`src/hw/rtl/snf_pkg.sv`:
```
// shared types, constants and lookup functions for the spectral noise filler
package snf_pkg;

    localparam int COEFF_W     = 16;
    localparam int IDX_W       = 9;
    localparam int CNT_W       = 9;
    localparam int SEED_W      = 16;
    localparam int LEVEL_W     = 4;
    localparam int NF_W        = 3;
    localparam int BW_W        = 3;
    localparam int DUR_W       = 2;
    localparam int WIN_W       = 2;
    localparam int START_W     = 5;
    localparam int RUN_W       = 3;
    localparam int POS_W       = IDX_W + 1;
    localparam int DLY_DEPTH   = 3;
    localparam int QUEUE_DEPTH = 4;
    localparam int QPTR_W      = $clog2(QUEUE_DEPTH);
    localparam int QCNT_W      = $clog2(QUEUE_DEPTH + 1);
    localparam int S_TDATA_W   = 48;
    localparam int M_TDATA_W   = 40;

    // request kinds carried on s_tuser
    localparam logic KIND_HEADER = 1'b0;
    localparam logic KIND_COEFF  = 1'b1;

    // frame durations
    localparam logic [DUR_W-1:0] DUR_10MS  = 2'd0;
    localparam logic [DUR_W-1:0] DUR_7MS5  = 2'd1;
    localparam logic [DUR_W-1:0] DUR_5MS   = 2'd2;
    localparam logic [DUR_W-1:0] DUR_2MS5  = 2'd3;

    localparam logic [RUN_W-1:0]   RUN_MAX    = 3'd7;
    localparam logic [SEED_W-1:0]  LCG_ADD    = 16'd13849;
    localparam logic [SEED_W-1:0]  LCG_MUL    = 16'd31821;
    localparam logic [LEVEL_W-1:0] LEVEL_BASE = 4'd8;
    localparam logic [BW_W-1:0]    BW_FULL    = 3'd4;

    localparam logic [IDX_W-1:0] STOP_TABLE [5] = '{9'd80, 9'd160, 9'd240, 9'd320, 9'd400};

    typedef struct packed {
        logic                      is_header;
        logic                      last;
        logic                      is_zero;
        logic [COEFF_W-1:0]        coeff;
        logic [LEVEL_W-1:0]        level;
        logic [IDX_W-1:0]          stop;
        logic [SEED_W-1:0]         seed;
        logic                      skip;
        logic [CNT_W-1:0]          count;
    } snf_entry_t;

    // half window of the zero test
    function automatic logic [WIN_W-1:0] win_of(input logic [DUR_W-1:0] dur);
        logic [WIN_W-1:0] w;
        case (dur)
            DUR_10MS: w = 2'd3;
            DUR_7MS5: w = 2'd2;
            default:  w = 2'd1;
        endcase
        return w;
    endfunction

    // fill start minus half window: below this the zero run is held cleared
    function automatic logic [START_W-1:0] start_less_win(input logic [DUR_W-1:0] dur);
        logic [START_W-1:0] s;
        case (dur)
            DUR_10MS: s = 5'd21;
            DUR_7MS5: s = 5'd16;
            DUR_5MS:  s = 5'd11;
            default:  s = 5'd5;
        endcase
        return s;
    endfunction

    // bandwidth stop scaled to the frame duration
    function automatic logic [IDX_W-1:0] stop_of(input logic [BW_W-1:0] bw,
                                                 input logic [DUR_W-1:0] dur);
        logic [IDX_W-1:0] base;
        logic [IDX_W+1:0] tri_sum;
        logic [IDX_W-1:0] s;
        base    = (bw > BW_FULL) ? STOP_TABLE[BW_FULL] : STOP_TABLE[bw];
        tri_sum = {2'b00, base} + {1'b0, base, 1'b0};
        case (dur)
            DUR_7MS5: s = tri_sum[IDX_W+1:2];
            DUR_5MS:  s = {1'b0, base[IDX_W-1:1]};
            DUR_2MS5: s = {2'b00, base[IDX_W-1:2]};
            default:  s = base;
        endcase
        return s;
    endfunction

endpackage

```
`src/hw/rtl/snf_front.sv`:
```
// input decode: unpacks a request and classifies it for the queue
module snf_front
    import snf_pkg::*;
(
    input  logic [DUR_W-1:0]     frame_duration,
    input  logic                 kind,
    input  logic [S_TDATA_W-1:0] data,
    input  logic                 last,
    output snf_entry_t           entry
);

    logic [COEFF_W-1:0] coeff;
    logic [NF_W-1:0]    noise_factor;
    logic [BW_W-1:0]    bandwidth;

    assign coeff        = data[15:0];
    assign noise_factor = data[18:16];
    assign bandwidth    = data[21:19];

    always_comb
    begin
        entry.is_header = (kind == KIND_HEADER);
        entry.last      = last;
        entry.is_zero   = (coeff == '0);
        entry.coeff     = coeff;
        entry.level     = LEVEL_BASE - {1'b0, noise_factor};
        entry.stop      = stop_of(bandwidth, frame_duration);
        entry.seed      = data[37:22];
        entry.skip      = data[38];
        entry.count     = data[47:39];
    end

endmodule

```
`src/hw/rtl/snf_queue.sv`:
```
// short request queue between decode and the fill engine
module snf_queue
    import snf_pkg::*;
(
    input  logic       clk,
    input  logic       rst_n,
    input  logic       push,
    input  snf_entry_t push_entry,
    input  logic       pop,
    output snf_entry_t head,
    output logic       not_empty,
    output logic       not_full
);

    snf_entry_t         mem_reg [QUEUE_DEPTH];
    logic [QPTR_W-1:0]  wr_ptr_reg, wr_ptr_next;
    logic [QPTR_W-1:0]  rd_ptr_reg, rd_ptr_next;
    logic [QCNT_W-1:0]  count_reg, count_next;
    logic               do_push;
    logic               do_pop;

    assign not_empty = (count_reg != '0);
    assign not_full  = (count_reg != QCNT_W'(QUEUE_DEPTH));
    assign head      = mem_reg[rd_ptr_reg];
    assign do_push   = push && not_full;
    assign do_pop    = pop && not_empty;

    always_comb
    begin
        wr_ptr_next = do_push ? wr_ptr_reg + 1'b1 : wr_ptr_reg;
        rd_ptr_next = do_pop ? rd_ptr_reg + 1'b1 : rd_ptr_reg;
        count_next  = count_reg;
        if (do_push && !do_pop)
        begin
            count_next = count_reg + 1'b1;
        end
        else if (do_pop && !do_push)
        begin
            count_next = count_reg - 1'b1;
        end
    end

    always_ff @(posedge clk)
    begin
        if (do_push)
        begin
            mem_reg[wr_ptr_reg] <= push_entry;
        end
    end

    always_ff @(posedge clk or negedge rst_n)
    begin
        if (!rst_n)
        begin
            wr_ptr_reg <= '0;
            rd_ptr_reg <= '0;
            count_reg  <= '0;
        end
        else
        begin
            wr_ptr_reg <= wr_ptr_next;
            rd_ptr_reg <= rd_ptr_next;
            count_reg  <= count_next;
        end
    end

endmodule

```
`src/hw/rtl/snf_back.sv`:
```
// fill engine: zero run, noise generator, delay line, flush and output register
module snf_back
    import snf_pkg::*;
(
    input  logic                 clk,
    input  logic                 rst_n,
    input  logic [DUR_W-1:0]     frame_duration,
    input  snf_entry_t           head,
    input  logic                 head_valid,
    output logic                 pop,
    output logic                 m_tvalid,
    input  logic                 m_tready,
    output logic [M_TDATA_W-1:0] m_tdata,
    output logic                 m_tlast
);

    typedef enum logic [1:0] {
        ST_RUN   = 2'b01,
        ST_FLUSH = 2'b10
    } back_state_t;

    back_state_t         state_reg, state_next;
    logic [SEED_W-1:0]   noise_reg, noise_next;
    logic [RUN_W-1:0]    run_reg, run_next;
    logic [COEFF_W-1:0]  dly_reg [DLY_DEPTH];
    logic [COEFF_W-1:0]  dly_next [DLY_DEPTH];
    logic [POS_W-1:0]    pos_reg, pos_next;
    logic [IDX_W-1:0]    lf_reg, lf_next;
    logic [LEVEL_W-1:0]  level_reg, level_next;
    logic [IDX_W-1:0]    stop_reg, stop_next;
    logic                skip_reg, skip_next;
    logic [CNT_W-1:0]    cnt_reg, cnt_next;
    logic [WIN_W-1:0]    flush_left_reg, flush_left_next;
    logic                m_valid_reg, m_valid_next;
    logic [M_TDATA_W-1:0] m_data_reg, m_data_next;
    logic                m_last_reg, m_last_next;

    logic [WIN_W-1:0]    w;
    logic [START_W-1:0]  start_w;
    logic                flushing;
    logic                coeff_here;
    logic                hdr_here;
    logic                active;
    logic [POS_W-1:0]    mv;
    logic                step_zero;
    logic [COEFF_W-1:0]  shift_in;
    logic [RUN_W-1:0]    run_step;
    logic                emits;
    logic [IDX_W-1:0]    k;
    logic                fill;
    logic [2*SEED_W-1:0] lcg_prod;
    logic [SEED_W-1:0]   lcg;
    logic [COEFF_W-1:0]  level_ext;
    logic [COEFF_W-1:0]  fill_val;
    logic [COEFF_W-1:0]  value;
    logic [IDX_W-1:0]    lf_step;
    logic                final_step;
    logic [IDX_W:0]      lf_inc;
    logic [CNT_W-1:0]    lnz;
    logic                out_free;
    logic                go;

    assign m_tvalid = m_valid_reg;
    assign m_tdata  = m_data_reg;
    assign m_tlast  = m_last_reg;

    // one step: either a real coefficient or a flush position after the last one
    always_comb
    begin
        w          = win_of(frame_duration);
        start_w    = start_less_win(frame_duration);
        flushing   = (state_reg == ST_FLUSH);
        coeff_here = (state_reg == ST_RUN) && head_valid && !head.is_header;
        hdr_here   = (state_reg == ST_RUN) && head_valid && head.is_header;
        active     = flushing || coeff_here;
        mv         = flushing ? pos_reg : {1'b0, pos_reg[IDX_W-1:0]};
        step_zero  = flushing ? 1'b1 : head.is_zero;
        shift_in   = flushing ? '0 : head.coeff;

        if (mv < POS_W'(start_w))
        begin
            run_step = '0;
        end
        else if ((mv >= {1'b0, stop_reg}) || step_zero)
        begin
            run_step = (run_reg == RUN_MAX) ? RUN_MAX : run_reg + 1'b1;
        end
        else
        begin
            run_step = '0;
        end

        emits     = (mv >= POS_W'(w));
        k         = IDX_W'(mv - POS_W'(w));
        fill      = emits && !skip_reg && (run_step > {w, 1'b0}) && (k < stop_reg);
        lcg_prod  = (2*SEED_W)'(noise_reg) * (2*SEED_W)'(LCG_MUL);
        lcg       = lcg_prod[SEED_W-1:0] + LCG_ADD;
        level_ext = COEFF_W'(level_reg);
        fill_val  = lcg[SEED_W-1] ? ('0 - level_ext) : level_ext;
        value     = fill ? fill_val : dly_reg[w - 1'b1];
        lf_step   = fill ? k : lf_reg;

        final_step = flushing && (flush_left_reg == WIN_W'(1));
        lf_inc     = {1'b0, lf_step} + 1'b1;
        if (skip_reg)
        begin
            lnz = cnt_reg;
        end
        else
        begin
            lnz = (lf_inc > {1'b0, cnt_reg}) ? lf_inc[IDX_W-1:0] : cnt_reg;
        end

        out_free = !m_valid_reg || m_tready;
        go       = active && (!emits || out_free);
        pop      = hdr_here || (coeff_here && go);
    end

    always_comb
    begin
        state_next      = state_reg;
        noise_next      = noise_reg;
        run_next        = run_reg;
        dly_next        = dly_reg;
        pos_next        = pos_reg;
        lf_next         = lf_reg;
        level_next      = level_reg;
        stop_next       = stop_reg;
        skip_next       = skip_reg;
        cnt_next        = cnt_reg;
        flush_left_next = flush_left_reg;
        m_valid_next    = m_valid_reg;
        m_data_next     = m_data_reg;
        m_last_next     = m_last_reg;

        if (m_tready)
        begin
            m_valid_next = 1'b0;
        end

        if (hdr_here)
        begin
            stop_next  = head.stop;
            level_next = head.level;
            noise_next = head.seed;
            skip_next  = head.skip;
            cnt_next   = head.count;
            pos_next   = '0;
            run_next   = '0;
            lf_next    = '0;
            for (int i = 0; i < DLY_DEPTH; i++)
            begin
                dly_next[i] = '0;
            end
        end
        else if (go)
        begin
            run_next = run_step;
            lf_next  = lf_step;
            if (fill)
            begin
                noise_next = lcg;
            end
            for (int i = DLY_DEPTH - 1; i > 0; i--)
            begin
                dly_next[i] = dly_reg[i-1];
            end
            dly_next[0] = shift_in;
            pos_next    = mv + 1'b1;

            if (emits)
            begin
                m_valid_next = 1'b1;
                m_data_next  = {(M_TDATA_W - COEFF_W - IDX_W - CNT_W)'(0),
                                final_step ? lnz : CNT_W'(0), k, value};
                m_last_next  = final_step;
            end

            if (coeff_here && head.last)
            begin
                state_next      = ST_FLUSH;
                flush_left_next = w;
            end
            else if (flushing)
            begin
                flush_left_next = flush_left_reg - 1'b1;
                if (final_step)
                begin
                    state_next = ST_RUN;
                    pos_next   = '0;
                    run_next   = '0;
                    lf_next    = '0;
                    for (int i = 0; i < DLY_DEPTH; i++)
                    begin
                        dly_next[i] = '0;
                    end
                end
            end
        end
    end

    always_ff @(posedge clk)
    begin
        m_data_reg <= m_data_next;
        m_last_reg <= m_last_next;
    end

    always_ff @(posedge clk or negedge rst_n)
    begin
        if (!rst_n)
        begin
            state_reg      <= ST_RUN;
            noise_reg      <= '0;
            run_reg        <= '0;
            for (int i = 0; i < DLY_DEPTH; i++)
            begin
                dly_reg[i] <= '0;
            end
            pos_reg        <= '0;
            lf_reg         <= '0;
            level_reg      <= '0;
            stop_reg       <= '0;
            skip_reg       <= 1'b0;
            cnt_reg        <= '0;
            flush_left_reg <= '0;
            m_valid_reg    <= 1'b0;
        end
        else
        begin
            state_reg      <= state_next;
            noise_reg      <= noise_next;
            run_reg        <= run_next;
            dly_reg        <= dly_next;
            pos_reg        <= pos_next;
            lf_reg         <= lf_next;
            level_reg      <= level_next;
            stop_reg       <= stop_next;
            skip_reg       <= skip_next;
            cnt_reg        <= cnt_next;
            flush_left_reg <= flush_left_next;
            m_valid_reg    <= m_valid_next;
        end
    end

endmodule

```
`src/hw/rtl/spectral_noise_filler_top.sv`:
```
// top level of the spectral noise filler: config register, decode, queue, fill engine
//
// usage
//  - s_* carries requests: s_tuser 0 is a frame header, 1 a spectral coefficient;
//    s_tlast marks the final coefficient of a frame
//  - m_* carries the filled coefficients in order, with their index; m_tlast marks
//    the final result of a frame, which alone carries the updated last-nonzero count
//  - cfg_* writes the frame duration; cfg_ready is always high, write only while idle
// throughput and ordering
//  - one request per cycle into a four-entry queue while not full; headers and
//    ordinary coefficients leave it one a cycle unless the engine output stalls
//  - a final coefficient is followed by a flush of the delay line over w positions
//    (w = 3, 2, 1, 1 by duration)
//  - a result passes through the queue, the engine and the output register, and
//    results run w coefficients behind the input
// reset and stalls
//  - rst_n clears the queue, generator, delay line, header state and duration
//  - when m_tready is low the engine holds, the queue fills, and s_tready drops
//    once it is full; nothing is lost or repeated
module spectral_noise_filler_top
    import snf_pkg::*;
(
    input  logic                 clk,
    input  logic                 rst_n,
    // configuration write
    input  logic                 cfg_valid,
    output logic                 cfg_ready,
    input  logic [DUR_W-1:0]     cfg_data,     // frame_duration
    // request stream in
    input  logic                 s_tvalid,
    output logic                 s_tready,
    // [15:0] coeff, [18:16] noise_factor, [21:19] bandwidth, [37:22] seed,
    // [38] zero_frame, [47:39] last_nonzero_in
    input  logic [S_TDATA_W-1:0] s_tdata,
    input  logic                 s_tuser,      // [0] action
    input  logic                 s_tlast,      // last_coeff
    // result stream out
    output logic                 m_tvalid,
    input  logic                 m_tready,
    // [15:0] coeff_out, [24:16] coeff_index, [33:25] last_nonzero_out, [39:34] zero
    output logic [M_TDATA_W-1:0] m_tdata,
    output logic                 m_tlast       // is_last
);

    logic [DUR_W-1:0] dur_reg;
    snf_entry_t       dec_entry;
    snf_entry_t       head;
    logic             head_valid;
    logic             q_not_full;
    logic             pop;

    // duration register, always ready
    assign cfg_ready = 1'b1;

    always_ff @(posedge clk or negedge rst_n)
    begin
        if (!rst_n)
        begin
            dur_reg <= DUR_10MS;
        end
        else if (cfg_valid)
        begin
            dur_reg <= cfg_data;
        end
    end

    // decode: header fields are resolved here (stop, level) so the engine stays short
    snf_front u_front (
        .frame_duration (dur_reg),
        .kind           (s_tuser),
        .data           (s_tdata),
        .last           (s_tlast),
        .entry          (dec_entry)
    );

    // queue lets the input keep flowing while the engine flushes or the output stalls
    assign s_tready = q_not_full;

    snf_queue u_queue (
        .clk        (clk),
        .rst_n      (rst_n),
        .push       (s_tvalid),
        .push_entry (dec_entry),
        .pop        (pop),
        .head       (head),
        .not_empty  (head_valid),
        .not_full   (q_not_full)
    );

    // fill engine with its own output register
    snf_back u_back (
        .clk            (clk),
        .rst_n          (rst_n),
        .frame_duration (dur_reg),
        .head           (head),
        .head_valid     (head_valid),
        .pop            (pop),
        .m_tvalid       (m_tvalid),
        .m_tready       (m_tready),
        .m_tdata        (m_tdata),
        .m_tlast        (m_tlast)
    );

endmodule

```
`config.mk`:
```
export PLATFORM = sky130hd
export DESIGN_NAME = spectral_noise_filler_top
export DESIGN_NICKNAME = d
export VERILOG_FILES = /design/src/hw/rtl/snf_pkg.sv /design/src/hw/rtl/snf_front.sv /design/src/hw/rtl/snf_queue.sv /design/src/hw/rtl/snf_back.sv /design/src/hw/rtl/spectral_noise_filler_top.sv
export SDC_FILE = /design/constraint.sdc
export NUM_CORES = 1
export LEC_CHECK = 0
export ABC_AREA = 0
export BUFFER_PORTS_ARGS = -buffer_cell sky130_fd_sc_hd__buf_2
export CAP_MARGIN = 20
export CORE_MARGIN = 2
export CORE_UTILIZATION = 61
export DETAILED_ROUTE_END_ITERATION = 8
export PLACE_DENSITY = 0.83
export SLEW_MARGIN = 20
export SYNTH_ARGS = -nofsm -noshare
export SYNTH_HDL_FRONTEND = slang
export SYNTH_SLANG_ARGS = --single-unit
```
`constraint.sdc`:
```
create_clock -name clk -period 12.43 [get_ports clk]
set_input_delay 1.8645 -clock clk [delete_from_list [all_inputs] [get_ports clk]]
set_output_delay 1.8645 -clock clk [all_outputs]
set_load 0.02 [all_outputs]
```
After elaboration in Yosys (flattened, before gate mapping)

Memory sizes are Yosys's and may differ from the RTL's.
Cells that the tools add are included.

Div/mod/pow operators: 0
Mux-type cells: 56
$add $sub $neg: 14
Bitwise operators: 4
Shift-type cells: 0
Multipliers: 1
$lt $le $gt $ge: 9
Reductions and logical operators: 37
Equality and inequality tests: 8

Operators with widths:

| operator               | count |
|---|---|
| $mux 48                | 5 |
| $mux 16                | 8 |
| $mux 9                 | 11 |
| $mux 10                | 6 |
| $bmux 16 s2            | 1 |
| $mux 3                 | 10 |
| $pmux 9 s3             | 1 |
| $add 16x14->16 const B | 1 |
| $logic_not 16->1       | 1 |
| $mul 16x15->16 const B | 1 |
| $pmux 5 s3             | 1 |
| $logic_and 1x1->1      | 14 |
| $add 9x10->11          | 1 |
| $add 10x1->10 const B  | 1 |
| $add 9x1->10 const B   | 1 |
| $ge 10x2->1            | 1 |
| $ge 10x9->1            | 1 |
| $gt 10x9->1            | 1 |
| $lt 10x5->1            | 1 |
| $mux 2                 | 5 |
| $reduce_bool 2->1      | 5 |
| $lt 9x9->1             | 1 |
| $sub 9x2->9            | 1 |
| $mux 1                 | 7 |
| other kinds (25)       | 43 |

ROM bits: 72
Latch bits: 0
Input port bits: 57
Logic and storage cells: 152
Bits in writable memories: 232
Memories kept: 2
Bits in registers: 158
Output and inout bits: 44

Memories:

| name            | words | width | rd ports | clocked after memory_dff | wr ports | RTL line        | source |
|---|---|---|---|---|---|---|---|
| u_queue.mem_reg | 4     | 58    | 1        | 0                        | 1        | snf_queue.sv:15 | `snf_entry_t mem_reg [QUEUE_DEPTH];` |
| (no name shown) | 8     | 9     | 1        | 0                        | 0        | snf_pkg.sv:82   | `base = (bw > BW_FULL) ? STOP_TABLE[BW_FULL] : STOP_TABLE[bw];` |

Logic depth before layout (Yosys ltp)

Word-level depth: 15
Depth in mapped cells: 34
Gate-level depth less buffers: 32

Hierarchy

Synthesis repeated with hierarchy kept, for this count alone.

Cell total of the unflattened synthesis: 1450
Area total of the unflattened synthesis: 19695.1 um^2

Modules (own cells, without submodules):

| module                    | cells each | area an instance (um^2) | instances | seq. area each (um^2) |
|---|---|---|---|---|
| snf_back                  | 989        | 9948.3                  | 1         | 3905.0 |
| snf_queue                 | 339        | 8851.0                  | 1         | 7141.8 |
| snf_front                 | 116        | 812.0                   | 1         | 0.0 |
| spectral_noise_filler_top | 6          | 83.8                    | 1         | 50.0 |

Worst setup path before layout

OpenSTA, ideal clock, no wires.

Path kind: reg2reg
From: reg dur_reg[0]
To: reg u_back.m_data_reg[25], in the netlist u_back.m_tdata[25], data pin
Path buffers: 3
Period minus slack after synthesis: 6834 ps
Data required time: 12168 ps
Arrival: 6572 ps
Setup time: 262 ps
Path slack: 5596 ps
Cell stages (with the launch flop): 32
Cell sequence: dfrtp_1 > inv_1 > ha_1 > buf_1 > nor2_1 > ha_1 > o2111ai_1 > a31oi_1 > o21ai_4 > or2_2 > ha_1 > and2_1 > and3_1 > or4_4 > a21o_1 > buf_6 > o21ai_0 > ha_1 > nand2_1 > o21bai_1 > nor4b_1 > xnor2_1 > mux2i_1 > ha_1 > nand2_1 > a211oi_1 > o21ai_0 > a21oi_1 > a31oi_1 > a211oi_4 > buf_2 > o21ai_0

Word-level cells in the longest chain between the ends: 12
Elaborated cells on any way between the ends: 19
Those cells by class: 2 x add/sub; 5 x order compare; 2 x eq/ne; 6 x mux; 4 x reduce/logical

RTL lines:

| item                                                | RTL line                        | source |
|---|---|---|
| from (decl)                                         | spectral_noise_filler_top.sv:45 | `logic [DUR_W-1:0] dur_reg;` |
| from (signal assigned)                              | spectral_noise_filler_top.sv:63 | `dur_reg <= cfg_data;` |
| branches (longest 7 deep; another with $sub 9x2->9) | -                               |  |
| $mux 9 (*)                                          | snf_back.sv:101                 | `lf_step = fill ? k : lf_reg;` |
| $add 9x1->10 (*)                                    | snf_back.sv:104                 | `lf_inc = {1'b0, lf_step} + 1'b1;` |
| $gt 10x9->1                                         | snf_back.sv:111                 | `lnz = (lf_inc > {1'b0, cnt_reg}) ? lf_inc[IDX_W-1:0] : cnt_reg;` |
| $mux 9 (*)                                          | snf_back.sv:111                 |  |
| $mux 9 (*)                                          | snf_back.sv:105                 | `if (skip_reg)` |
| to (signal assigned)                                | snf_back.sv:204                 | `m_data_reg <= m_data_next;` |
| to (decl)                                           | snf_back.sv:35                  | `logic [M_TDATA_W-1:0] m_data_reg, m_data_next;` |

Every way passes the cells marked *.
A chain may end at the register's enable or synchronous reset.

Worst setup path in the final report

From: reg dur_reg[1]
To: reg u_back.m_data_reg[25], in the netlist u_back.m_tdata[25], data pin

Elaborated cells on any way between the ends: 19
Those cells by class: 2 x add/sub; 5 x order compare; 2 x eq/ne; 6 x mux; 4 x reduce/logical

RTL lines:

| item                                                 | RTL line        | source |
|---|---|---|
| $eq 2x1->1 / $logic_not 2->1 (equally long branches) | snf_pkg.sv:56   | `case (dur)` |
| $pmux 2 s2 (*)                                       | snf_pkg.sv:56   |  |
| $sub 9x2->9 (*)                                      | snf_back.sv:94  | `k = IDX_W'(mv - POS_W'(w));` |
| named net u_back.k[8]                                | snf_back.sv:49  | `logic [IDX_W-1:0] k;` |
| $lt 9x9->1                                           | snf_back.sv:95  | `fill = emits && !skip_reg && (run_step > {w, 1'b0}) && (k < stop_reg);` |
| $logic_and 1x1->1                                    | snf_back.sv:95  |  |
| $mux 9 (*)                                           | snf_back.sv:101 |  |
| $add 9x1->10 (*)                                     | snf_back.sv:104 |  |
| $gt 10x9->1                                          | snf_back.sv:111 |  |
| $mux 9 (*)                                           | snf_back.sv:111 |  |
| $mux 9 (*)                                           | snf_back.sv:105 |  |

The timed path passes the listed nets; every way through them passes the cells marked *.

==> results_dict.tcl <==
set metrics [dict create \
    cts_hold_buf 0 \
    path_clk_slew_ns 0.06 \
    hpwl_um 26600 \
    finalHoldViolCount 0 \
    critPathRequiredTime_ns 12.80 \
    antenna_found_initial 1 \
    cts-resized-gates 0 \
    final_cells 1850 \
    report.final.slew_viol_count 0 \
    num_io_pins 101 \
    drt_iter0_drc 1212 \
    place_congestion 0.882 \
    htreeDepth 2 \
    status "completed" \
    fp.dieW_um 179 \
    slew_headroom_pct 24.8 \
    crit_path_start_kind "flip-flop" \
    power.leakage_nw 8.05 \
    multi_input_comb_area_mm2 0.00729 \
    gr-usage-all-layers_pct 25.9 \
    largest_reg_flops 224 \
    synth_area_per_cell_um2 14.0 \
    cp_max_fo 23 \
    hold_class "reg2reg" \
    nets 1631 \
    synth-edff-count 259 \
    dp_slack_ns 3.59 \
    fin_util_pct 68.3 \
    tns_ns 0 \
    final_cell_area_mm2 0.0207 \
    setup.worst_path.class "reg2reg" \
    maxCapViolCount 0 \
    dp_cells 1778 \
    num_rows 64 \
    clk_path_buf_depth 3 \
    worstMarginPinSlew_ns 1.12 \
    register_area_mm2 0.0108 \
    finalSetupViolations 0 \
    routedWlPerCell_um 22.0 \
    areaGrowthSynthToFinish_pct 10.8 \
    fillerInstances 2022 \
    yosysWarnings 0 \
    async_reset_ff_share_pct 31.8 \
    synth_top_area_share_pct 41.6 \
    crit_arrival_ns 9.41 \
    grt_first_pass_wirelength_um 63100 \
    port_buffers 93 \
    grt_pass1_vias 11100 \
    peakVddDrop_uv 116 \
    crit_buf_inv 2 \
    cp-end-kind "flip-flop" \
    yosysTopAreaCell "edfxtp_1" \
    core_area_mm2 0.0303 \
    cts_buffers 39 \
    crit_family "compound AO/OA/AOI/OAI gates" \
    clock-root-buffer "clkbuf_16" \
    place_area_mm2 0.0195 \
    grt_max_degree 71 \
    clk_latency_ns 0.54 \
    die_y_um 179 \
    syn_inst 1333 \
    finalCriticalPeriod_ns 9.04 \
    slowest_delay_ns 0.82 \
    routed_wl_um 40600 \
    post_cts_buffers 0 \
    grt.overflow.total 0 \
    ys_types 77 \
    viasPerCell 6.25 \
    worst_path_most_repeated_cell "ha_1" \
    ys_top_cells_by_area "edfxtp_1 42%, dfrtp_1 16%, ha_1 7.8%, mux4_2 6.7%, fa_1 3.6%" \
    synth_common_cells "259 x edfxtp_1, 120 x dfrtp_1, 117 x ha_1, 94 x inv_1, 86 x nand2_1" \
    ys_seq_area_share_pct 57.8 \
    postRouteAntennaNets 0 \
    syn_area_mm2 0.0187 \
    p_per_area_mw_per_mm2 143 \
    cts_tree "built" \
    post-route-period-util_pct 72.7 \
    critPathSlowestCell "ha_1" \
    rsz0062_at_grt "false" \
    synth_ff_type "edfxtp_1" \
    initial_core_util_pct 61.6 \
    fin_ws_ns 3.39 \
    drtPass1Iterations 5 \
    clock-skew-final_ns 0.0223 \
    fp.dieArea_mm2 0.0321 \
    clock_sinks 380 \
    drcViolationCount 0 \
    layout-drive-gt1-share_pct 17.2 \
    via_count 11600 \
    ys_ff_latch 380 \
    max_freq_mhz 111 \
    synth_most_common_cell "edfxtp_1" \
]
[per-layer routing]
metal  wire (µm)  GRT usage [%]
met3        2880           3.84
met4         825           6.45
met1       17600           38.5
met5           0              0
met2       19300           40.9
[worst reg2reg max path: cells and delay by family, from the launching register on]
| kind | cells | cell delay (ns) |
|---|---|---|
| buffers and inverters | 2 | 0.75 |
| AOI/OAI and AO/OA | 11 | 2.77 |
| adders and majority gates | 6 | 2.61 |
| and+or+nand+nor | 7 | 1.59 |
| muxes | 1 | 0.12 |
| DFF | 1 | 0.41 |
| xor gates and xnor gates | 2 | 0.64 |
[stage by stage]
| step | hold slack [ns] | total power [mW] |
|---|---|---|
| after floorplan | 0.454 | 1.77 |
| after global placement | 0.473 | 1.86 |
| after detailed placement | 0.477 | 1.89 |
| after CTS | 0.491 | 2.98 |
| after global routing | 0.518 | 3.05 |
| final | 0.490 | 2.95 |
[area by class of cell]
cell class                 count  area share [%]
clock buffer                  59            5.32
inverter                      95            1.72
timing repair buffer         107            2.77
sequential                   380            52.2
antenna                        2          0.0242
tap                          396            2.39
multi-input combinational    800            35.2
clock inverter                11           0.423
[cells in the final DEF (no fill, tap or decap), types with 38 or more instances in the layout]
cell type  synthesis  layout
edfxtp_1         259     259
dfrtp_1          120     118
ha_1             117     117
inv_1             94      94
buf_2              4      92
nand2_1           86      86
o21ai_0           78      78
mux4_2            56      56
nor2_1            54      52
a22o_1            43      43
a21oi_1           41      41
clkbuf_16          0      40
xnor2_1           38      38
[power breakdown]
| group | internal (mW) | switching (mW) | leakage, nW |
|---|---|---|---|
| combinational | 0.0920 | 0.195 | 3.55 |
| clock | 0.618 | 0.475 | 0.582 |
| sequential | 1.53 | 0.0426 | 3.92 |
| total | 2.24 | 0.713 | 8.05 |
[cell families (layout without fill, tap and decap cells)]
family                   count (synthesis)  count (layout)  synth area share, %
other                                    2               9               0.0402
AND/OR/NAND/NOR                        242             242                 6.35
multiplexers                            92              92                 8.71
flip-flops                             380             380                 57.8
buffers and inverters                  158             272                 3.47
XOR/XNOR                                60              60                 2.92
AO/OA/AOI/OAI                          248             248                 9.25
adder cells (fa/ha/maj)                151             151                 11.5
[path summary, 6_finish.rpt]
path,to,start,slack (ns),cells past startpoint
min in group asynchronous,u_back.noise_reg[6]$_DFFE_PN0P_,rst_n,1.40,1
max,u_back.m_tdata[25]$_SDFFCE_PN0P_,dur_reg[1]$_DFFE_PN0P_,3.39,29
min,u_back.flush_left_reg[1]$_DFFE_PN0P_,u_back.flush_left_reg[1]$_DFFE_PN0P_,0.49,1
max reg2reg,u_back.m_tdata[25]$_SDFFCE_PN0P_,dur_reg[1]$_DFFE_PN0P_,3.39,29
max in group asynchronous,u_back.pos_reg[6]$_DFFE_PN0P_,rst_n,9.64,2
min reg2reg,u_back.flush_left_reg[1]$_DFFE_PN0P_,u_back.flush_left_reg[1]$_DFFE_PN0P_,0.49,1
(Power assumes the default switching activity.)
